`src/rtl/core/utr_pkg.sv`:
```
// ----------------------------------------------------------------------------
// utr_pkg
// shared widths, defaults and divider interface types of the resampler
// ----------------------------------------------------------------------------
package utr_pkg;

  localparam int NUM_CH          = 9;
  localparam int DATA_W          = 32;
  localparam int TIME_W          = 32;
  localparam int CFG_W           = 20;
  localparam int DEF_MAX_SAMPLES = 64;
  localparam int DEF_FRAC_BITS   = 16;
  localparam int DIV_W           = 32;
  localparam int DIV_CNT_W       = 6;
  localparam int TDATA_W         = (NUM_CH + 1) * DATA_W;

  localparam logic [CFG_W-1:0] CFG_RESET = CFG_W'(10000);

  typedef struct packed {
    logic                 start;
    logic [DIV_W-1:0]     rem_init;
    logic [DIV_W-1:0]     bits;
    logic [DIV_CNT_W-1:0] count;
    logic [DIV_W-1:0]     den;
  } div_req_t;

  typedef struct packed {
    logic             done;
    logic [DIV_W-1:0] quo;
    logic [DIV_W-1:0] rem;
  } div_rsp_t;

endpackage

```
`src/rtl/core/utr_lane.sv`:
```
// ----------------------------------------------------------------------------
// utr_lane
// one channel blend a + (b - a) * alpha, rounded to nearest, two stages
// ----------------------------------------------------------------------------
module utr_lane #(
  parameter int FRACTION_BITS = utr_pkg::DEF_FRAC_BITS
) (
  input  logic                                clk,
  input  logic signed [utr_pkg::DATA_W-1:0]   a,
  input  logic signed [utr_pkg::DATA_W-1:0]   b,
  input  logic        [FRACTION_BITS:0]       alpha,
  output logic signed [utr_pkg::DATA_W-1:0]   y
);
  import utr_pkg::*;

  localparam int PW = DATA_W + FRACTION_BITS + 3;
  localparam int SW = PW + 1;

  logic signed [DATA_W:0]          d;
  logic signed [FRACTION_BITS+1:0] al;
  logic signed [PW-1:0]            prod;
  logic signed [DATA_W-1:0]        a_d;
  logic signed [SW-1:0]            s;

  always_comb begin
    d  = {b[DATA_W-1], b} - {a[DATA_W-1], a};
    al = {1'b0, alpha};
    s  = (SW'(a_d) <<< FRACTION_BITS) + SW'(prod)
       + (SW'(1) <<< (FRACTION_BITS - 1));
  end

  always_ff @(posedge clk) begin
    prod <= d * al;
    a_d  <= a;
    y    <= s[FRACTION_BITS +: DATA_W];
  end

endmodule

```
`config.mk`:
```
export PLATFORM = sky130hd
export DESIGN_NAME = utr_lane
export DESIGN_NICKNAME = d
export VERILOG_FILES = /design/src/rtl/core/utr_pkg.sv /design/src/rtl/core/utr_lane.sv
export SDC_FILE = /design/constraint.sdc
export NUM_CORES = 2
export LEC_CHECK = 0
export ABC_AREA = 0
export BUFFER_PORTS_ARGS = -buffer_cell sky130_fd_sc_hd__buf_2
export CORE_MARGIN = 2
export CORE_UTILIZATION = 65
export CTS_CLUSTER_SIZE = 12
export DETAILED_ROUTE_END_ITERATION = 10
export PLACE_DENSITY_LB_ADDON = 0.12
export RECOVER_POWER = 100
export SLEW_MARGIN = 25
export SYNTH_ARGS = -nofsm -noshare
export SYNTH_HDL_FRONTEND = slang
export SYNTH_SLANG_ARGS = --single-unit
```
`constraint.sdc`:
```
create_clock -name clk -period 14.3 [get_ports clk]
set_input_delay 4.29 -clock clk [delete_from_list [all_inputs] [get_ports clk]]
set_output_delay 4.29 -clock clk [all_outputs]
set_load 0.02 [all_outputs]
```
==> metrics <==
gr ovfl total=0; status=finished, final reports clean; Hold Crit Class=register to register; Crit Path Category=primary input to register; latest clock arrival within the worst-skew pair=360 ps; Tcrit/Tclk final=89.6%; Max stage delay cell, worst path=o21ai_0; drt wl/cell=18.3 microns; GRT Total Usage=32.1%; CTS buffer count=9; fraction of layout cells with a size suffix above 1=5.34%; detailed placer's ending HPWL=46,500 microns; EDFF count, synth=0; area delta synth->final=5.08%; vias in the first global route=19,400; # diodes=0; RSZ-0062 raised after global routing=no; post-CTS setup buffers=0; CP endpoint kind=register; cells after synthesis=2,673; fin crit period=12,820 ps; Post-CTS Hold Buffers=0; CTS max path bufs=2; Yosys warnings=0; CTS Root Cell=clkbuf_16; initial core utilization=65.8%; fmax=78.0 MHz; GPL Wtd Cong=0.899; fill count=2,978; global-route wire length before repair=96,600 microns; Post-DRT Antenna Nets=0; chip width=196 microns; Nets=3,499; Avg Cell Area, Syn=8.99 sq um; Yosys cell types=72; final WL=58,600 microns; Critical Path RT=14,600 ps; DRC=0; CP peak stage delay=610 ps; Setup TNS=0 ps; count leader, synth=inv_1; Arr. time, crit path=13,120 ps; delay-heaviest family, CP=compound AO/OA/AOI/OAI gates; largest net degree at the start of global routing=40; worst rel slew slack=32.5%; Async SR Flop Fraction=0%; top post-synthesis cells by count=inv_1 (649), fa_1 (516), nand2_1 (309), and2_1 (254), ha_1 (173); die area=38,500 sq um; clk sinks=97; Ports=114; worst path bufs/invs=6; drt pass-1 iters=5; Setup-failing EPs final=0; row cnt=70; syn_nets=3,444; Max Cap Viol=0; core box area=36,500 sq um; post-cts resize count=0; cell mode on critical path=fa_1; Final Hold Fails=0; Die H=196 microns; crit path launch type=primary input; Setup Skew=8.16 ps; Slew Limit Fails=0; Top FF cell, synth=dfxtp_1; IO Port Bufs=113; post-synth top area cell=fa_1; share of the synthesized area in the top cell type=43.0%; routed via count=17,700; Slew @ Worst Pin=1010 ps; crit path max fanout=16; FF+latch count, synth=97; H-tree depth=3; initial antenna violation count=0; clk slew on worst S/H paths=80 ps; Synth Cell Area=24,000 sq um; CTS tree=done; register area share after synthesis=8.08%; largest cells by area after synthesis=fa_1 (43%), inv_1 (10%), ha_1 (9.0%); Vias/cell=5.54; initial DRC count=864
-- placed cells by master (no fill, tap or decap), types with 37 or more instances in the layout --
master and instances:
a21o_1 37, buf_2 56, fa_1 516, and2_1 252, xnor2_1 62, ha_1 173
dfxtp_1 97, nor2_1 51, nand2b_1 48, inv_1 649, clkbuf_1 58, o21ai_0 43
a21oi_1 80, nand2_1 309
-- worst min-delay path: stages (launching register included) --
cell     delay (ps)
dfxtp_1         320
ha_1            150
xnor2_1          70
-- registers in the layout (all words and copies together) (netlist names) --
register,cells
prod,33
y,32
a_d,32
-- stage by stage --
| step | instances | util (%) | worst slack [ps] | cell area, sq um | hold WS [ps] |
|---|---|---|---|---|---|
| floorplan | 2673 | - | 2460 | 24000 | 544 |
| global placement | 3185 | 68.5 | 1600 | 25000 | 570 |
| detailed placement | 3185 | 68.5 | 1450 | 25000 | 577 |
| CTS | 3201 | 69.4 | 1790 | 25300 | 595 |
| global route | 3201 | 69.1 | 923 | 25200 | 627 |
| finish | 3201 | 69.1 | 1480 | 25200 | 592 |
-- final timing paths --
check | startpoint | endpoint | slack [ps] | depth (start not counted)
min reg2reg | a_d[23] | y[23] | 590 | 2
min | a_d[23] | y[23] | 590 | 2
max | a[1] | prod[47] | 1480 | 33
max reg2reg | prod[15] | y[31] | 10520 | 11
-- logic make-up (layout without fill, tap and decap cells) --
kind of cell	Yosys count	in the layout	synth area share (%)
muxes	34	34	1.49
xor gates and xnor gates	98	98	3.64
adders and majority gates	689	689	52.0
AOI/OAI and AO/OA	253	253	7.09
and+or+nand+nor	752	752	15.7
buffers and inverters	750	810	12.0
DFF	97	97	8.08
-- per-layer routing --
layer / vias to the layer above / GRT usage, % / share of wire (%)
met5: - / 0 / 0
met4: 0 / 12.4 / 4.1
met3: 168 / 3.54 / 5.1
met2: 551 / 60.1 / 53
met1: 8992 / 38.0 / 38
li1: 8032 / - / -
-- final cells by class --
| type | instances | area [sq um] | area share (%) |
|---|---|---|---|
| clock buffers | 9 | 225 | 0.892 |
| clock inverters | 7 | 86.3 | 0.342 |
| inverters | 649 | 2440 | 9.65 |
| multi-input cells | 1826 | 19200 | 76.2 |
| flip-flops and latches | 97 | 1940 | 7.69 |
| well taps | 468 | 586 | 2.32 |
| repair buffers | 145 | 731 | 2.89 |
Power is not shown: default switching activity piles up to over one toggle a cycle in this logic, so the estimate is an artifact.
