--- config.mk ---
export PLATFORM = sky130hd
export DESIGN_NAME = utr_div
export DESIGN_NICKNAME = d
export VERILOG_FILES = /design/src/rtl/core/utr_pkg.sv /design/src/rtl/core/utr_div.sv
export SDC_FILE = /design/constraint.sdc
export NUM_CORES = 1
export LEC_CHECK = 0
export BUFFER_PORTS_ARGS = -buffer_cell sky130_fd_sc_hd__buf_2
export CORE_MARGIN = 4
export CORE_UTILIZATION = 40
export DETAILED_ROUTE_END_ITERATION = 10
export HOLD_SLACK_MARGIN = 0.02
export PLACE_DENSITY = 0.7
export SYNTH_ARGS = -nofsm -noshare
export SYNTH_HDL_FRONTEND = slang
export SYNTH_SLANG_ARGS = --single-unit
--- constraint.sdc ---
create_clock -name clk -period 9.5 [get_ports clk]
set_input_delay 1.9 -clock clk [delete_from_list [all_inputs] [get_ports clk]]
set_output_delay 1.9 -clock clk [all_outputs]
set_load 0.005 [all_outputs]
--- src/rtl/core/utr_pkg.sv ---
// ----------------------------------------------------------------------------
// utr_pkg
// shared widths, defaults and divider interface types of the resampler
// ----------------------------------------------------------------------------
package utr_pkg;

  localparam int NUM_CH          = 9;
  localparam int DATA_W          = 32;
  localparam int TIME_W          = 32;
  localparam int CFG_W           = 20;
  localparam int DEF_MAX_SAMPLES = 64;
  localparam int DEF_FRAC_BITS   = 16;
  localparam int DIV_W           = 32;
  localparam int DIV_CNT_W       = 6;
  localparam int TDATA_W         = (NUM_CH + 1) * DATA_W;

  localparam logic [CFG_W-1:0] CFG_RESET = CFG_W'(10000);

  typedef struct packed {
    logic                 start;
    logic [DIV_W-1:0]     rem_init;
    logic [DIV_W-1:0]     bits;
    logic [DIV_CNT_W-1:0] count;
    logic [DIV_W-1:0]     den;
  } div_req_t;

  typedef struct packed {
    logic             done;
    logic [DIV_W-1:0] quo;
    logic [DIV_W-1:0] rem;
  } div_rsp_t;

endpackage

--- src/rtl/core/utr_div.sv ---
// ----------------------------------------------------------------------------
// utr_div
// iterative restoring divider, one quotient bit per cycle
// ----------------------------------------------------------------------------
module utr_div (
  input  logic              clk,
  input  logic              rst,
  input  utr_pkg::div_req_t req,
  output utr_pkg::div_rsp_t rsp
);
  import utr_pkg::*;

  logic                 busy;
  logic [DIV_CNT_W-1:0] cnt;
  logic [DIV_W-1:0]     rem;
  logic [DIV_W-1:0]     bits;
  logic [DIV_W-1:0]     quo;
  logic [DIV_W-1:0]     den;
  logic                 done;
  logic [DIV_W:0]       r2;
  logic                 qb;

  always_comb begin
    r2 = {rem, bits[DIV_W-1]};
    qb = (r2 >= {1'b0, den});
  end

  always_ff @(posedge clk) begin
    if (rst) begin
      busy <= 1'b0;
      done <= 1'b0;
      cnt  <= '0;
    end else begin
      done <= 1'b0;
      if (req.start) begin
        busy <= 1'b1;
        cnt  <= req.count;
        rem  <= req.rem_init;
        bits <= req.bits;
        den  <= req.den;
        quo  <= '0;
      end else if (busy) begin
        rem  <= qb ? DIV_W'(r2 - {1'b0, den}) : r2[DIV_W-1:0];
        bits <= {bits[DIV_W-2:0], 1'b0};
        quo  <= {quo[DIV_W-2:0], qb};
        cnt  <= cnt - 1'b1;
        if (cnt == DIV_CNT_W'(1)) begin
          busy <= 1'b0;
          done <= 1'b1;
        end
      end
    end
  end

  assign rsp.done = done;
  assign rsp.quo  = quo;
  assign rsp.rem  = rem;

endmodule

==> reports/summary.json, run 1 <==
{
  "cellLeakagePower_uw": 0.00379,
  "first_iter_violations": 421,
  "ant_diodes": 0,
  "totalWireLength_um": 19700,
  "timing.final.setup_violations": 0,
  "postSynth.asyncResetShare": 0,
  "yosys_register_bits": 136,
  "worst_skew_pair.late_latency_ns": 0.43,
  "min_path_cells": 1,
  "setup.worst_path.class": "flip-flop to flip-flop",
  "timing.critical_path.cells": "ha_1 > a21oi_1 > o21ai_1 > a311o_1 > nor4_1 > nand3_1 > and4_1 > nor2_1 > buf_4 > o311ai_0",
  "max_stage_delay_on_crit_path_ns": 0.59,
  "p_switching_uw": 531,
  "grt-busiest-layer": "met2",
  "crit-reg2reg-launch": "rem[27]",
  "netlist.area_leader.share": 0.500,
  "die_height_um": 147,
  "final_period_minus_worst_setup_slack_ns": 3.77,
  "final_core_utilization": 0.499,
  "die-width_um": 147,
  "slew_violations": 0,
  "slew-limit-headroom": 0.368,
  "worstHoldPathType": "flip-flop to flip-flop",
  "design_power_total_uw": 1810,
  "synth_sequential_area_ratio": 0.521,
  "max_clock_freq_mhz": 265,
  "routedWlPerCell_um": 17.9,
  "tritoncts_num_sinks": 136,
  "timing.final.crit_share": 0.397,
  "ys_types": 68,
  "number_of_nets_with_antenna_violations_after_detailed_routing": 0,
  "met2_track_demand_over_resource_in_global_routing": 0.284,
  "synth.cell_area_sq_um": 7680,
  "cp_max_fo": 16,
  "root_buffer": "clkbuf_16",
  "count_of_buffers_inserted_at_the_top_level_ports": 169,
  "worst-r2r-setup-slack_ns": 5.73,
  "synth_fp_nets": 836,
  "gp_routability_congestion": 0.866,
  "grt_usage": 0.183,
  "cts_hold_buf": 0,
  "grt_antenna_before_repair": 5,
  "max_cap_violations": 0,
  "dr.pass1.iters": 5,
  "startpoint_type_of_the_worst_setup_path": "flip-flop",
  "num-fill-cells": 1719,
  "synth_top_cells_by_area": "edfxtp_1 50%, ha_1 5.5%, mux2_2 4.7%",
  "htree_num_levels": 4,
  "cts_inserted_buffers": 17,
  "areaGrowthSynthToFinish_pct": 21.8,
  "fraction_of_final_layout_cells_with_drive_strength_greater_than_1": 0.293,
  "globalRouteMet1Util": 0.240,
  "cts_tree": "done",
  "gr-usage-met3": 0.0726,
  "totalNegativeSetupSlack_ns": 0,
  "number_of_remaining_drc_errors": 0,
  "synth_warnings": 0,
  "grt_remaining_overflow": 0,
  "num_io_pins": 170,
  "post_cts.resized_instances": 0,
  "register_area_sq_um": 4000,
  "core.rowCount": 50,
  "combPwrFrac": 0.218,
  "syn_avg_cell_area_sq_um": 11.0,
  "num-nets-final": 993,
  "die_area_sq_um": 21500,
  "worst_vdd_ir_mv": 0.127,
  "grt_pass1_wl_um": 31200,
  "netlist_instances": 696,
  "power_frac_clock": 0.373,
  "clk_pin_slew_ns": 0.07,
  "critical_path_required_ns": 9.64,
  "flop_pwr_share": 0.409,
  "fp.coreArea_sq_um": 18800,
  "number_of_vias_per_cell_after_detailed_routing": 5.42,
  "grt_max_degree": 65,
  "synth_flop_cell": "edfxtp_1",
  "timing_worst_slew_pin_value_ns": 0.945,
  "pd_cells_nw_per_um2": 194,
  "place_hpwl_um": 14300,
  "timing.critical_path.to": "rem[10]",
  "post_cts.repair.setup_buffers": 0,
  "switching_share": 0.293,
  "crit_slowest_cell": "nor2_1",
  "synth_top_cell_by_area": "edfxtp_1",
  "clk_path_buf_depth": 2,
  "power.internal_uw": 1280,
  "grt_setup_unrepaired": "false",
  "timing.clock.skew_ns": 0.0129,
  "hold_viol": 0,
  "rr_endpoint": "rem[10]",
  "num_vias": 5964,
  "setup.worst_path.start": "rem[27]",
  "synth-edff-count": 128,
  "multi_input_gate_area_sq_um": 3370,
  "critical_path_arrival_ns": 3.92,
  "worst_setup_path_end_kind": "flip-flop",
  "rr_worst_depth": 10,
  "status": "finished, final reports clean",
  "effective_utilization_at_floorplan": 0.409,
  "grt_pass1_vias": 5978
}
-- power by group through the flow --
stage	combinational [uW]	sequential, uW	clock (uW)
after floorplan	276	752	0
after global placement	389	753	0
after detailed placement	394	754	0
after CTS	396	742	690
after global routing	440	746	720
final	396	741	676
-- state kept, by name, summed over array words and instances (netlist names) --
signal and cells:
den 32, done 1, bits 32, busy 1
cnt 6, rem 32, quo 32
-- how the worst min path moves through the flow --
stage | slack (ns) | start | endpoint
after global placement | 0.53 | bits[27] | bits[28]
after floorplan | 0.52 | cnt[5] | busy
after detailed placement | 0.54 | bits[30] | bits[31]
after global routing | 0.57 | bits[21] | bits[22]
final | 0.54 | bits[7] | bits[8]
after CTS | 0.55 | bits[7] | bits[8]
-- per-layer routing --
| metal | wire length [um] | up-vias |
|---|---|---|
| met5 | 47 | - |
| met4 | 243 | 10 |
| met3 | 1660 | 31 |
| met2 | 9040 | 180 |
| met1 | 8720 | 2816 |
| li1 | - | 2927 |
-- critical path: cells and delay by family, from the launching register on --
kind | cells | cell delay (ns)
and+or+nand+nor | 4 | 1.36
AOI/OAI and AO/OA | 4 | 0.93
DFF | 1 | 0.43
adders and majority gates | 1 | 0.40
buffers and inverters | 1 | 0.37
-- Yosys cell counts (all sizes together) (18+ instances only) --
cell    count
edfxtp    128
mux2       32
nand2      49
nand4      20
a21oi      37
clkbuf     30
inv        48
ha         34
xnor2      19
nor2b      34
nand3      18
nor2       40
-- cell type report --
type                       count  area share
sequential                   136       0.428
inverter                      48      0.0193
multi-input combinational    473       0.360
tap                          234      0.0313
clock buffer                  17      0.0455
clock inverter                15      0.0189
timing repair buffer         177      0.0971
-- metrics by stage --
stage | cells | area, sq um | setup WS (ns) | hold slack, ns
after detailed placement | 1068 | 8760 | 5.51 | 0.536
after global routing | 1100 | 9360 | 5.52 | 0.566
after floorplan | 696 | 7680 | 2.21 | 0.523
final | 1100 | 9360 | 5.73 | 0.544
after global placement | 1068 | 8760 | 5.53 | 0.527
after CTS | 1100 | 9360 | 5.75 | 0.549
-- layout by cell type (no fill, tap or decap), types with 5 or more instances in the layout --
cell type  count
o21bai_1       6
nor2_1        38
a41oi_1        5
ha_1          34
a211oi_1       5
nand2_1       49
o311ai_1       8
inv_1         47
a21oi_1       36
xor2_1         8
o311ai_0       9
clkbuf_16     17
inv_6          5
nand4_1       20
a21o_1         9
a31oi_1        8
o31ai_1        8
nor4_1         6
o21ai_0       13
nand3_1       18
mux2_2        32
nand3b_1       5
dfxtp_1        8
nor2b_1       33
and2_1         9
buf_2        168
o21a_1         7
buf_4          9
xnor2_1       19
edfxtp_1     128
and3_1         6
nor3_1        15
-- cells by family (layout without fill, tap and decap cells) --
family                     after synthesis  in the layout  synth area share
buffers and inverters                   87            257            0.0436
and+or+nand+nor                        221            221             0.150
DFF                                    136            136             0.521
muxes                                   35             35            0.0508
AOI/OAI and AO/OA                      155            155             0.145
adders and majority gates               35             35            0.0580
xor gates and xnor gates                27             27            0.0308
(Power assumes the default switching activity.)
==> run 2, diff against run 1 <==
==> constraint.sdc (replaced) <==
create_clock -name clk -period 3.5 [get_ports clk]
set_input_delay 0.7 -clock clk [delete_from_list [all_inputs] [get_ports clk]]
set_output_delay 0.7 -clock clk [all_outputs]
set_load 0.005 [all_outputs]
==> run 2 against run 1 <==
  * Non-clock buffer count is 6 higher
  * Global-route usage is 0.15 points higher
  * Hold slack worse by 0.098 ns
  * Cell count is 0.55% higher
  * Setup slack worse by 5.4 ns
  * Combinational power grew to 2.8 times the previous value
  * Count of clock-buffer cells in the layout stayed put
==> reports/summary.json, run 2 (synthesis gave the netlist of run 1 again) <==
{
  "number_of_vias_per_cell_after_detailed_routing": 5.48,
  "setup_slack_after_layout_ns": 0.297,
  "num-nets-final": 999,
  "fraction_of_final_layout_cells_with_drive_strength_greater_than_1": 0.298,
  "num_vias": 6056,
  "cpLargestDelayFamily": "compound AO/OA/AOI/OAI gates",
  "number_of_remaining_drc_errors": 0,
  "fp.coreArea_sq_um": 18800,
  "die_height_um": 147,
  "worstHoldPathType": "input port to flip-flop",
  "clk_path_buf_depth": 2,
  "mostFrequentLayoutCell": "buf_2",
  "placement.setup.worst_slack_ns": 0.226,
  "layout.cells.most_common_list": "168 x buf_2, 128 x edfxtp_1, 49 x nand2_1, 47 x inv_1, 38 x nor2_1",
  "count_of_buffers_inserted_at_the_top_level_ports": 169,
  "tritoncts_num_sinks": 136,
  "max_cap_violations": 0,
  "cts_tree": "done",
  "slew_violations": 0,
  "gr-usage-met3": 0.0708,
  "status": "finished, final reports clean",
  "timing.final.crit_share": 0.915,
  "worst_setup_path_end_kind": "flip-flop",
  "timing.critical_path.cells": "ha_1 > a21oi_1 > o21ai_1 > a311o_1 > nor4_1 > nand3_1 > and4_1 > nor2_1 > buf_4 > o311ai_0",
  "pd_cells_nw_per_um2": 525,
  "dr.pass1.iters": 5,
  "crit_slowest_cell": "edfxtp_1",
  "root_buffer": "clkbuf_16",
  "grt_remaining_overflow": 0,
  "grt_usage": 0.184,
  "max_clock_freq_mhz": 312,
  "startpoint_type_of_the_worst_setup_path": "flip-flop",
  "grt_max_degree": 97,
  "num_io_pins": 170,
  "core.rowCount": 50,
  "grt-busiest-layer": "met2",
  "met2_track_demand_over_resource_in_global_routing": 0.300,
  "htree_num_levels": 4,
  "final_core_utilization": 0.504,
  "setup.worst_path.class": "flip-flop to flip-flop",
  "grt_setup_unrepaired": "false",
  "first_iter_violations": 418,
  "worst_skew_pair.late_latency_ns": 0.42,
  "slew-limit-headroom": 0.602,
  "ant_diodes": 0,
  "place_hpwl_um": 14200,
  "die-width_um": 147,
  "cp_num_buf_inv": 1,
  "cts_inserted_buffers": 17,
  "die_area_sq_um": 21500,
  "cp_max_fo": 16,
  "critical_path_required_ns": 3.63,
  "number_of_nets_with_antenna_violations_after_detailed_routing": 0,
  "effective_utilization_at_floorplan": 0.409,
  "clk_pin_slew_ns": 0.07,
  "multi_input_gate_area_sq_um": 3380,
  "cts_hold_buf": 0,
  "routedWlPerCell_um": 17.9,
  "totalWireLength_um": 19800,
  "critical_path_arrival_ns": 3.33,
  "num-fill-cells": 1711,
  "totalNegativeSetupSlack_ns": 0,
  "areaGrowthSynthToFinish_pct": 23.0,
  "timing.clock.skew_ns": 0.0157,
  "hold_viol": 0,
  "globalRouteMet1Util": 0.232,
  "worst_vdd_ir_mv": 0.360,
  "grt_pass1_vias": 6116,
  "grt_pass1_wl_um": 31800,
  "timing_worst_slew_pin_value_ns": 0.590,
  "gp_routability_congestion": 0.892,
  "final_period_minus_worst_setup_slack_ns": 3.20,
  "max_stage_delay_on_crit_path_ns": 0.44,
  "grt_antenna_before_repair": 3,
  "register_area_sq_um": 4000,
  "cellLeakagePower_uw": 0.00383,
  "timing.final.setup_violations": 0
}
-- run 2: report_power, final --
part,switching (uW),internal (uW)
Combinational,623,475
Clock,781,1080
Sequential,66.7,1940
-- run 2: final cells by class --
type | count | area share
Multi-Input combinational cell | 473 | 0.358
Timing Repair Buffer | 183 | 0.105
Sequential cell | 136 | 0.424
Tap cell | 234 | 0.0310
Inverter | 48 | 0.0191
Clock buffer | 17 | 0.0450
Clock inverter | 15 | 0.0188
-- run 2: metrics by stage --
| step | hold slack [ns] | total power (uW) | cells | cell area, sq um |
|---|---|---|---|---|
| CTS | 0.427 | 5000 | 1106 | 9440 |
| global route | 0.421 | 5230 | 1106 | 9450 |
| finish | 0.447 | 4970 | 1106 | 9450 |
| floorplan | 0.523 | 2780 | 696 | 7690 |
| detailed placement | 0.536 | 3130 | 1074 | 8840 |
| global placement | 0.529 | 3110 | 1074 | 8840 |
-- run 2: path summary, 6_finish.rpt --
kind                            depth (start not counted)  slack [ns]  endpoint     start
worst min register to register                          1        0.55  bits[14]  bits[13]
worst max-delay path                                   10        0.30    rem[8]   rem[27]
worst max register to register                         10        0.30    rem[8]   rem[27]
worst min-delay path                                    1        0.45   den[14]   req[14]
-- run 2: what timing repair did --
| action | 4_1_cts | 5_1_grt |
|---|---|---|
| setup buffers | 0 | 0 |
| gates resized for setup | 0 | 1 |
| endpoints found under the setup margin | 0 | 2 |
-- run 2: routing by layer --
metal / up-vias / share of wire
li1: 2954 / -
met1: 2866 / 0.43
met2: 207 / 0.47
met3: 23 / 0.083
met4: 6 / 0.015
met5: - / 0.0017
==> run 3, diff against run 2 <==
--- a/config.mk
+++ b/config.mk
@@ -10,7 +10,7 @@
 export CORE_UTILIZATION = 40
 export DETAILED_ROUTE_END_ITERATION = 10
 export HOLD_SLACK_MARGIN = 0.02
-export PLACE_DENSITY = 0.7
+export PLACE_DENSITY = 0.72
 export SYNTH_ARGS = -nofsm -noshare
 export SYNTH_HDL_FRONTEND = slang
 export SYNTH_SLANG_ARGS = --single-unit
==> constraint.sdc (replaced) <==
create_clock -name clk -period 2.65 [get_ports clk]
set_input_delay 0.53 -clock clk [delete_from_list [all_inputs] [get_ports clk]]
set_output_delay 0.53 -clock clk [all_outputs]
set_load 0.005 [all_outputs]
==> run 3 against run 2 <==
  * The flow now finishes with violations (negative setup slack)
  * Non-clock buffer count grew 125
  * Critical endpoint is now rem[29]
  * Cell area grew 17%
  * Setup slack lost 0.48 ns
==> reports/summary.json, run 3 (synthesis gave the netlist of run 1 again) <==
{
  "number_of_vias_per_cell_after_detailed_routing": 5.50,
  "num_vias": 6765,
  "final_period_minus_worst_setup_slack_ns": 2.83,
  "pd_cells_nw_per_um2": 652,
  "timing.clock.skew_ns": 0.0149,
  "clk_path_buf_depth": 2,
  "setup_slack_after_layout_ns": -0.184,
  "worstHoldStart": "req[17]",
  "count_of_buffers_inserted_at_the_top_level_ports": 169,
  "die_height_um": 147,
  "die_area_sq_um": 21500,
  "first_iter_violations": 532,
  "rr_worst_depth": 10,
  "die-width_um": 147,
  "num-nets-final": 1124,
  "power_frac_clock": 0.335,
  "effective_utilization_at_floorplan": 0.409,
  "areaGrowthSynthToFinish_pct": 44.5,
  "grt_setup_unrepaired": "true",
  "core.rowCount": 50,
  "gp_routability_congestion": 0.937,
  "max_clock_freq_mhz": 353,
  "number_of_remaining_drc_errors": 0,
  "dr.pass1.iters": 5,
  "slew_violations": 0,
  "final_core_utilization": 0.592,
  "flop_pwr_share": 0.366,
  "critical_path_required_ns": 2.79,
  "failed_checks": "negative setup slack",
  "clk_pin_slew_ns": 0.07,
  "number_of_nets_with_antenna_violations_after_detailed_routing": 0,
  "crit-reg2reg-launch": "rem[27]",
  "layout.cells.most_common_list": "168 x buf_2, 128 x edfxtp_1, 125 x buf_4, 48 x nand2_1, 41 x inv_1",
  "fp.coreArea_sq_um": 18800,
  "timing.final.setup_violations": 33,
  "htree_num_levels": 4,
  "holdWs_ns": 0.281,
  "routedWlPerCell_um": 18.7,
  "power.internal_uw": 4990,
  "totalWireLength_um": 23000,
  "worst_skew_pair.late_latency_ns": 0.42,
  "hold_viol": 0,
  "mostFrequentLayoutCell": "buf_2",
  "timing.critical_path.to": "rem[29]",
  "grt_usage": 0.208,
  "worst_vdd_ir_mv": 0.430,
  "grt_pass1_vias": 6896,
  "setup.worst_path.class": "flip-flop to flip-flop",
  "grt_pass1_wl_um": 35800,
  "cts_inserted_buffers": 17,
  "setup.worst_path.start": "rem[27]",
  "startpoint_type_of_the_worst_setup_path": "flip-flop",
  "timing.final.crit_share": 1.07,
  "critical_path_arrival_ns": 2.97,
  "root_buffer": "clkbuf_16",
  "num_io_pins": 170,
  "worstHoldPathType": "input port to flip-flop",
  "cellLeakagePower_uw": 0.00454,
  "cp_max_fo": 8,
  "status": "complete, but fails checks",
  "grt_antenna_before_repair": 2,
  "grt_max_degree": 83,
  "worst-r2r-setup-slack_ns": -0.18,
  "num-fill-cells": 1556,
  "max_cap_violations": 0,
  "slew-limit-headroom": 0.560,
  "ant_diodes": 0,
  "timing_worst_slew_pin_value_ns": 0.644,
  "combPwrFrac": 0.299,
  "p_switching_uw": 2260,
  "place_hpwl_um": 15900,
  "switching_share": 0.312,
  "cts_tree": "done",
  "grt_remaining_overflow": 0,
  "tritoncts_num_sinks": 136,
  "cts_hold_buf": 0,
  "rr_endpoint": "rem[29]",
  "fraction_of_final_layout_cells_with_drive_strength_greater_than_1": 0.470,
  "worst_setup_path_end_kind": "flip-flop"
}
[run 3: worst min-delay path by stage]
stage / to / slack, ns / depth (start not counted)
3_3_place_gp: bits[17] / 0.53 / 1
3_5_place_dp: bits[24] / 0.54 / 1
2_1_floorplan: busy / 0.52 / 2
4_1_cts: den[17] / 0.26 / 1
5_1_grt: den[14] / 0.26 / 1
6_report: den[17] / 0.28 / 1
[run 3: cell type report]
class	count	area (sq um)	area share
clock buffer	17	425	0.0383
clock inverter	15	175	0.0158
inverter	48	180	0.0162
multi-input combinational	473	4030	0.363
sequential	136	4000	0.361
tap	234	293	0.0264
timing repair buffer	308	2000	0.180
[run 3: metal layers]
| layer | vias up | GRT usage | part of all wire |
|---|---|---|---|
| met3 | 24 | 0.0611 | 0.079 |
| met4 | 4 | 0.0489 | 0.0089 |
| met1 | 3274 | 0.271 | 0.42 |
| met5 | - | 0 | 0.0011 |
| li1 | 3202 | - | - |
| met2 | 261 | 0.342 | 0.49 |
[run 3: power groups by stage]
stage	clock, uW	sequential (uW)	combinational, uW
5_1_grt	2580	2670	2340
2_1_floorplan	0	2690	1010
6_report	2420	2650	2170
3_5_place_dp	0	2680	1770
4_1_cts	2470	2650	1990
3_3_place_gp	0	2680	1740
[run 3: critical path, cell delays in order (launching register included)]
cell and delay (ns):
edfxtp_1 0.46, ha_4 0.31, a21oi_4 0.16, o21ai_2 0.08
a311o_1 0.38, nor4_2 0.27, nand3_2 0.13, and4_4 0.22
nor2_4 0.20, buf_6 0.20, o311ai_1 0.12
[run 3: per-stage QoR]
| step | cell area, sq um | power, uW | setup WS, ns | std cells | TNS (ns) |
|---|---|---|---|---|---|
| final | 11100 | 7240 | -0.184 | 1231 | -3.77 |
| after floorplan | 7770 | 3700 | -0.181 | 696 | -17.82 |
| after global placement | 9680 | 4410 | -0.133 | 1175 | -2.42 |
| after detailed placement | 9680 | 4450 | -0.240 | 1175 | -4.75 |
| after CTS | 10800 | 7100 | -0.113 | 1222 | -0.463 |
| after global routing | 11100 | 7590 | -0.220 | 1231 | -5.65 |
[run 3: timing repair]
item                                   in CTS  in global routing
buffers inserted                           13                 11
resized for setup                          70                 49
setup endpoints to repair                  33                 33
endpoints found under the hold margin       0                  0
cloned                                      2                  0
pin swaps                                  45                 41
